<file path="src/sa_pkg.sv">
// shared types, constants and cipher functions for the s-aes pipeline
// no dependencies; imported by sa_cfg, sa_pass and the top level
package sa_pkg;

  // register indexes on the configuration port
  localparam logic [1:0] REG_KEY_ONE    = 2'd0;
  localparam logic [1:0] REG_KEY_TWO    = 2'd1;
  localparam logic [1:0] REG_KEY_THREE  = 2'd2;
  localparam logic [1:0] REG_PASS_COUNT = 2'd3;

  localparam logic [3:0] FWD_BOX [16] = '{
    4'h9, 4'h4, 4'hA, 4'hB, 4'hD, 4'h1, 4'h8, 4'h5,
    4'h6, 4'h2, 4'h0, 4'h3, 4'hC, 4'hE, 4'hF, 4'h7
  };
  localparam logic [3:0] INV_BOX [16] = '{
    4'hA, 4'h5, 4'h9, 4'hB, 4'h1, 4'h7, 4'h8, 4'hF,
    4'h6, 4'h0, 4'h2, 4'h3, 4'hC, 4'h4, 4'hD, 4'hE
  };

  localparam logic [7:0] RCON_ONE = 8'h80;
  localparam logic [7:0] RCON_TWO = 8'h30;

  typedef struct packed {
    logic        valid;
    logic        action;
    logic [15:0] block;
  } sa_stage_t;

  // multiply in gf(2^4) mod x^4+x+1
  function automatic logic [3:0] gf_mul(input logic [3:0] a, input logic [3:0] b);
    logic [3:0] acc;
    logic [3:0] x;
    acc = 4'h0;
    x   = a;
    for (int k = 0; k < 4; k++) begin
      if (b[k]) acc = acc ^ x;
      x = {x[2:0], 1'b0} ^ (x[3] ? 4'h3 : 4'h0);
    end
    return acc;
  endfunction

  function automatic logic [15:0] sub_fwd(input logic [15:0] v);
    return {FWD_BOX[v[15:12]], FWD_BOX[v[11:8]], FWD_BOX[v[7:4]], FWD_BOX[v[3:0]]};
  endfunction

  function automatic logic [15:0] sub_inv(input logic [15:0] v);
    return {INV_BOX[v[15:12]], INV_BOX[v[11:8]], INV_BOX[v[7:4]], INV_BOX[v[3:0]]};
  endfunction

  // swap nibbles 1 and 3
  function automatic logic [15:0] swap_rows(input logic [15:0] v);
    return {v[15:12], v[3:0], v[7:4], v[11:8]};
  endfunction

  function automatic logic [15:0] mix(input logic [15:0] v, input logic [3:0] d,
                                      input logic [3:0] o);
    logic [3:0] m0, m1, m2, m3;
    m0 = gf_mul(d, v[15:12]) ^ gf_mul(o, v[11:8]);
    m1 = gf_mul(o, v[15:12]) ^ gf_mul(d, v[11:8]);
    m2 = gf_mul(d, v[7:4])   ^ gf_mul(o, v[3:0]);
    m3 = gf_mul(o, v[7:4])   ^ gf_mul(d, v[3:0]);
    return {m0, m1, m2, m3};
  endfunction

  function automatic logic [7:0] g_func(input logic [7:0] w, input logic [7:0] rc);
    logic [7:0] rot;
    rot = {w[3:0], w[7:4]};
    return {FWD_BOX[rot[7:4]], FWD_BOX[rot[3:0]]} ^ rc;
  endfunction

  // round keys one and two (round key zero is the key itself)
  function automatic logic [31:0] expand(input logic [15:0] key);
    logic [7:0] w2, w3, w4, w5;
    w2 = key[15:8] ^ g_func(key[7:0], RCON_ONE);
    w3 = w2 ^ key[7:0];
    w4 = w2 ^ g_func(w3, RCON_TWO);
    w5 = w4 ^ w3;
    return {w2, w3, w4, w5};
  endfunction

  function automatic logic [15:0] enc_pass(input logic [15:0] b, input logic [15:0] key);
    logic [31:0] rk;
    logic [15:0] t;
    rk = expand(key);
    t  = b ^ key;
    t  = mix(swap_rows(sub_fwd(t)), 4'h1, 4'h4);
    t  = t ^ rk[31:16];
    t  = swap_rows(sub_fwd(t));
    return t ^ rk[15:0];
  endfunction

  function automatic logic [15:0] dec_pass(input logic [15:0] b, input logic [15:0] key);
    logic [31:0] rk;
    logic [15:0] t;
    rk = expand(key);
    t  = b ^ rk[15:0];
    t  = sub_inv(swap_rows(t));
    t  = t ^ rk[31:16];
    t  = mix(t, 4'h9, 4'h2);
    t  = sub_inv(swap_rows(t));
    return t ^ key;
  endfunction

endpackage

</file>
<file path="src/sa_cfg.sv">
// configuration register file: three keys and the pass count
// depends on sa_pkg for register indexes
module sa_cfg (
  input  logic        clk,
  input  logic        rst,
  input  logic        psel,
  input  logic        penable,
  input  logic        pwrite,
  input  logic [3:0]  paddr,
  input  logic [31:0] pwdata,
  output logic [31:0] prdata,
  output logic        pready,
  output logic [15:0] key_one,
  output logic [15:0] key_two,
  output logic [15:0] key_three,
  output logic [1:0]  pass_count
);
  import sa_pkg::*;

  logic [1:0] reg_idx;

  assign reg_idx = paddr[3:2];
  assign pready  = 1'b1;

  always_ff @(posedge clk) begin
    if (rst) begin
      key_one    <= 16'h0000;
      key_two    <= 16'h0000;
      key_three  <= 16'h0000;
      pass_count <= 2'd1;
    end else if (psel && penable && pwrite && pready) begin
      unique case (reg_idx)
        REG_KEY_ONE:    key_one    <= pwdata[15:0];
        REG_KEY_TWO:    key_two    <= pwdata[15:0];
        REG_KEY_THREE:  key_three  <= pwdata[15:0];
        REG_PASS_COUNT: pass_count <= pwdata[1:0];
        default:        ;
      endcase
    end
  end

  always_comb begin
    unique case (reg_idx)
      REG_KEY_ONE:    prdata = {16'h0000, key_one};
      REG_KEY_TWO:    prdata = {16'h0000, key_two};
      REG_KEY_THREE:  prdata = {16'h0000, key_three};
      REG_PASS_COUNT: prdata = {30'h0, pass_count};
      default:        prdata = 32'h0;
    endcase
  end

endmodule

</file>
<file path="src/sa_pass.sv">
// one pipeline stage: a full two-round s-aes pass in either direction
// depends on sa_pkg for the stage struct and cipher functions
module sa_pass (
  input  logic              clk,
  input  logic              rst,
  input  sa_pkg::sa_stage_t stage_in,
  input  logic [15:0]       key,
  input  logic              active,
  output sa_pkg::sa_stage_t stage_out
);
  import sa_pkg::*;

  logic [15:0] block_next;

  // an inactive stage passes the item through untouched
  always_comb begin
    if (!active) begin
      block_next = stage_in.block;
    end else if (stage_in.action) begin
      block_next = dec_pass(stage_in.block, key);
    end else begin
      block_next = enc_pass(stage_in.block, key);
    end
  end

  always_ff @(posedge clk) begin
    if (rst) begin
      stage_out.valid <= 1'b0;
    end else begin
      stage_out.valid <= stage_in.valid;
    end
    stage_out.action <= stage_in.action;
    stage_out.block  <= block_next;
  end

endmodule

</file>
<file path="src/simplified_aes_multi_cipher.sv">
// s-aes with up to three chained passes: input register then one stage per pass
// the result strobe (done) is registered through the input register and the three pass stages
// throughput: one item per cycle, set by the pass stages; busy is high only in reset
// the receiver cannot stall, so results leave on done with no hold-off
// reset clears the pipeline valid bits, the keys to zero and the pass count to one
// depends on sa_pkg, sa_cfg and sa_pass
module simplified_aes_multi_cipher (
  input  logic        clk,
  input  logic        rst,
  input  logic        psel,
  input  logic        penable,
  input  logic        pwrite,
  input  logic [3:0]  paddr,
  input  logic [31:0] pwdata,
  output logic [31:0] prdata,
  output logic        pready,
  input  logic        start,
  input  logic        action,
  input  logic [15:0] block_in,
  output logic        busy,
  output logic        done,
  output logic [15:0] block_out
);
  import sa_pkg::*;

  logic [15:0] key_one, key_two, key_three;
  logic [1:0]  pass_count;
  logic        two_up, three_up;
  sa_stage_t   s0, s1, s2, s3;
  logic [15:0] key0, key2;
  logic        act0, act2;

  sa_cfg u_cfg (
    .clk        (clk),
    .rst        (rst),
    .psel       (psel),
    .penable    (penable),
    .pwrite     (pwrite),
    .paddr      (paddr),
    .pwdata     (pwdata),
    .prdata     (prdata),
    .pready     (pready),
    .key_one    (key_one),
    .key_two    (key_two),
    .key_three  (key_three),
    .pass_count (pass_count)
  );

  assign busy = rst;

  // pass count zero acts as one
  assign two_up   = pass_count[1];
  assign three_up = (pass_count == 2'd3);

  always_ff @(posedge clk) begin
    if (rst) begin
      s0.valid <= 1'b0;
    end else begin
      s0.valid <= start && !busy;
    end
    s0.action <= action;
    s0.block  <= block_in;
  end

  // decryption walks the keys backward, so the outer stages swap keys
  assign key0 = s0.action ? key_three : key_one;
  assign act0 = s0.action ? three_up : 1'b1;
  assign key2 = s2.action ? key_one : key_three;
  assign act2 = s2.action ? 1'b1 : three_up;

  sa_pass u_pass0 (
    .clk (clk), .rst (rst), .stage_in (s0), .key (key0), .active (act0), .stage_out (s1)
  );

  sa_pass u_pass1 (
    .clk (clk), .rst (rst), .stage_in (s1), .key (key_two), .active (two_up),
    .stage_out (s2)
  );

  sa_pass u_pass2 (
    .clk (clk), .rst (rst), .stage_in (s2), .key (key2), .active (act2), .stage_out (s3)
  );

  assign done      = s3.valid;
  assign block_out = s3.block;

  a_accept_done: assert property (@(posedge clk) disable iff (rst)
    (start && !busy) |-> ##4 done)
    else $error("accepted item gave no result");

  a_done_source: assert property (@(posedge clk) disable iff (rst)
    done |-> $past(start && !busy, 4))
    else $error("result without an accepted item");

  a_valid_chain: assert property (@(posedge clk) disable iff (rst)
    (s2.valid == $past(s1.valid)) && (s3.valid == $past(s2.valid)))
    else $error("valid bit lost or invented between stages");

endmodule
</file>
<file path="config.mk">
export PLATFORM = sky130hd
export DESIGN_NAME = simplified_aes_multi_cipher
export DESIGN_NICKNAME = d
export VERILOG_FILES = /design/src/sa_pkg.sv /design/src/sa_cfg.sv /design/src/sa_pass.sv /design/src/simplified_aes_multi_cipher.sv
export SDC_FILE = /design/constraint.sdc
export NUM_CORES = 1
export LEC_CHECK = 0
export BUFFER_PORTS_ARGS = -buffer_cell sky130_fd_sc_hd__buf_2
export CAP_MARGIN = 0
export CORE_AREA = 4 4 283 285
export CTS_BUF_LIST = sky130_fd_sc_hd__clkbuf_8
export DETAILED_ROUTE_END_ITERATION = 16
export DIE_AREA = 0 0 287 289
export HOLD_SLACK_MARGIN = 0.06
export PLACE_DENSITY = 0.54
export SLEW_MARGIN = 10
export SYNTH_ARGS = -nofsm -noshare
export SYNTH_HDL_FRONTEND = slang
export SYNTH_SLANG_ARGS = --single-unit
</file>
<file path="constraint.sdc">
create_clock -name clk -period 7.7 [get_ports clk]
set_clock_uncertainty 0.05 [all_clocks]
set_input_delay 1.155 -clock clk [delete_from_list [all_inputs] [get_ports clk]]
set_output_delay 1.155 -clock clk [all_outputs]
set_load 0.005 [all_outputs]
</file>
==> out/qor_table.md <==
| Result | This run | Unit |
|---|---|---|
| RSZ-0062 raised after global routing | false | - |
| WL final | 73.7 | mm |
| Nets | 3240 | - |
| Post-synthesis instance area | 0.0231 | mm2 |
| Worst setup slack for register-to-register paths | 0.45 | ns |
| Part of the cycle the worst path needs | 94.2 | % |
| Critical path's most frequent cell | xnor2_1 | - |
| Number of max-capacitance violations reported | 0 | - |
| Layout Cells excl Fill | 3888 | - |
| Sum of overflow across all layers after global routing | 0 | - |
| Final weighted congestion of routability-driven global placement | 0.890 | - |
| Number of max-slew violations in the final report | 0 | - |
| Count of yosys warnings during synthesis | 0 | - |
| Filler cell count | 8290 | - |
| Remaining max-slew budget at the tightest pin | 20.3 | % |
| Critical-path cell list | buf_4 -> nand2_1 -> a21boi_2 -> inv_1 -> ha_1 -> a2111oi_0 -> a211oi_1 -> xnor3_1 -> inv_1 -> xnor2_1 -> o22ai_1 -> xor2_1 -> xnor2_1 -> inv_1 -> ha_1 -> mux2_2 -> o2bb2ai_1 -> xnor2_1 -> xnor2_2 -> xnor2_1 -> ha_1 -> o22ai_1 -> xnor2_1 -> o21ai_0 | - |
| Worst setup path startpoint | u_pass1.stage_out[16] | - |
| Post-route cell area | 0.0252 | mm2 |
| Crit path DAT | 7.56 | ns |
| Chip width | 287 | um |
| Hold Crit Class | register to register | - |
| Average routed wire per standard cell | 19.0 | um |
| First-pass iteration count of the detailed router | 5 | - |
| Worst-Margin Slew | 1.19 | ns |
| Ys async rst share | 0 | % |
| Die area | 0.0829 | mm2 |
| Detailed-route DRC error count | 0 | - |
| Sum of buffers and inverters on the critical path | 4 | - |
| Largest delay share family, worst path | compound AO/OA/AOI/OAI gates | - |
| Number of ports placed on the die boundary | 110 | - |
| Startpoint of the most critical register-to-register path | u_pass1.stage_out[16] | - |
| Summed negative setup slack over all endpoints | 0 | ns |
| Maximum fanout encountered on the critical timing path | 23 | - |
| Clock slew at the register clock pins of the worst setup and hold paths | 0.09 | ns |
| Fin crit period | 7.25 | ns |
| Status | finished, final reports clean | - |
| CP peak stage delay | 0.54 | ns |
| Post-route ant nets | 0 | - |
| Total of buffers placed on input and output ports | 74 | - |
| Maximum clock insertion buffer count | 2 | - |
| Worst Setup Start Kind | register | - |
| Final setup violating endpoints | 0 | - |
| Gate count of the mapped netlist | 2765 | - |
| Synth cell types | 113 | - |
| Area fraction of the dominant cell type after synthesis | 18.7 | % |
| Biggest area contributors in the synthesized netlist | ha_1 19%, xnor2_1 13%, dfxtp_1 10% | - |
| Ranking of synthesized cells by instance count | 346 x ha_1, 338 x xnor2_1, 229 x nand2_1 | - |
| TritonCTS clock tree | built | - |
| Cell depth of the worst flop-to-flop path | 24 | - |
| RR Endpoint | u_pass2.stage_out[15] | - |
| Worst Hold Endpoint | u_pass1.stage_out[17] | - |
| Top-count cell post-synth | ha_1 | - |
| H-tree lvl count | 4 | - |
| Hold Path Stages | 1 | - |
| Number of enable flip-flop cells after synthesis | 0 | - |
| Diode count | 0 | - |
| Global routing usage on met2 | 28.8 | % |
| Clk sinks | 121 | - |
| Vias in the first global route | 18100 | - |
| Standard cell core area | 0.0773 | mm2 |
| Fin Hold WS | 0.406 | ns |
| Maximum number of pins on one net before global-route repair | 55 | - |
| Final HPWL DP | 59.8 | mm |
| Global-route wire length before repair | 112 | mm |
| DIE HEIGHT | 289 | um |
| Final-report hold violation count | 0 | - |
| Post-DP Area | 0.0248 | mm2 |
| Critical Path End Type | register | - |
| Cts bufs inserted | 17 | - |
| Most used routing layer in global routing | met2 | - |
| Area added between synthesis and finish | 9.23 | % |
| Seq/Total Area, Yosys | 10.5 | % |
| Iteration-0 DRC count of the detailed router | 1650 | - |
| Critical Path Slowest Stage Cell | o21ai_0 | - |
| Setup bufs post-CTS | 0 | - |
| Insertion delay to the later sink of the worst-skew pair | 0.55 | ns |
| Routing usage on met3 | 2.35 | % |
| Max Freq | 138 | MHz |
| Total routing resource utilization after global routing | 17.4 | % |
| Antenna violations before repair | 0 | - |
| Post-cts repair resize count | 0 | - |
| Synth Flop Type | dfxtp_1 | - |
| Detail-routed via count per cell | 5.03 | - |
| Start-to-end type of the worst setup path | register to register | - |
| Post-Synthesis Mean Instance Area | 8.35 | um2 |
| Total vias in the final route | 19600 | - |
| Flip-flop and latch count after synthesis | 121 | - |
| DP Cell Count | 3856 | - |
| Ratio of cells with drive above 1 in the final layout | 12.7 | % |
| Cell type contributing the most total cell area after synthesis | ha_1 | - |
| Origin of the worst min-delay path | u_pass0.stage_out[17] | - |
| Standard-cell row count | 102 | - |
| Initial Util | 29.9 | % |
| Post-CTS Hold Fix Bufs | 0 | - |
| Clock root buffer | clkbuf_8 | - |
| Worst path required time | 8.01 | ns |
| Met1 usage in global routing | 24.3 | % |
## layout by cell type (no fill, tap or decap), types with 74 or more instances in the layout
master	synthesis	routed
dfxtp_1	121	119
o21ai_0	101	101
a21oi_1	162	162
buf_4	22	85
ha_1	346	346
xor2_1	116	116
nor3_1	75	74
xnor2_1	338	338
inv_1	201	201
nand2_1	229	229
mux2i_1	113	113
buf_2	22	74
nor2_1	137	137
## cells by family (layout without fill, tap and decap cells)
family,Yosys count,after routing,synth area share [%]
other,2,17,0.0325
adders and majority gates,346,346,18.7
and+or+nand+nor,708,708,15.2
xor gates and xnor gates,515,515,22.7
buffers and inverters,331,399,6.19
AOI/OAI and AO/OA,552,552,16.1
muxes,190,190,10.7
DFF,121,121,10.5
## sequential cells by signal (all words and copies together) (netlist names)
name,cells
s0,18
u_pass0.stage_out,18
u_pass1.stage_out,18
u_pass2.stage_out,17
u_cfg.key_one,16
u_cfg.key_three,16
u_cfg.key_two,16
u_cfg.pass_count,2
## how the worst max path moves through the flow
stage / cells after the start / endpoint
2_1_floorplan: 24 / u_pass1.stage_out[12]
3_3_place_gp: 26 / u_pass2.stage_out[12]
3_5_place_dp: 26 / u_pass2.stage_out[12]
4_1_cts: 26 / u_pass2.stage_out[12]
5_1_grt: 26 / u_pass2.stage_out[13]
6_report: 24 / u_pass2.stage_out[15]
## layout make-up
class                   count  area, um2  area share (%)
multi-input cells        2328      19300            76.5
flip-flops and latches    121       2420            9.61
well taps                1040       1300            5.16
repair buffers            159       1010            4.00
inverters                 208        781            3.09
clock buffers              18        248           0.982
clock inverters            14        154           0.610
## layer usage
| metal | share of wire, % | wire, um |
|---|---|---|
| met1 | 47 | 34500 |
| met2 | 46 | 34200 |
| met3 | 5.3 | 3940 |
| met4 | 1.5 | 1100 |
| met5 | 0 | 0 |
## per-stage QoR
step,util (%),worst slack (ns)
2_1_floorplan,-,0.956
3_3_place_gp,32.1,0.687
3_5_place_dp,32.1,0.609
4_1_cts,32.6,0.557
5_1_grt,32.6,0.0891
6_report,32.6,0.448
Power is not shown: default switching activity piles up to over one toggle a cycle in this logic, so the estimate is an artifact.
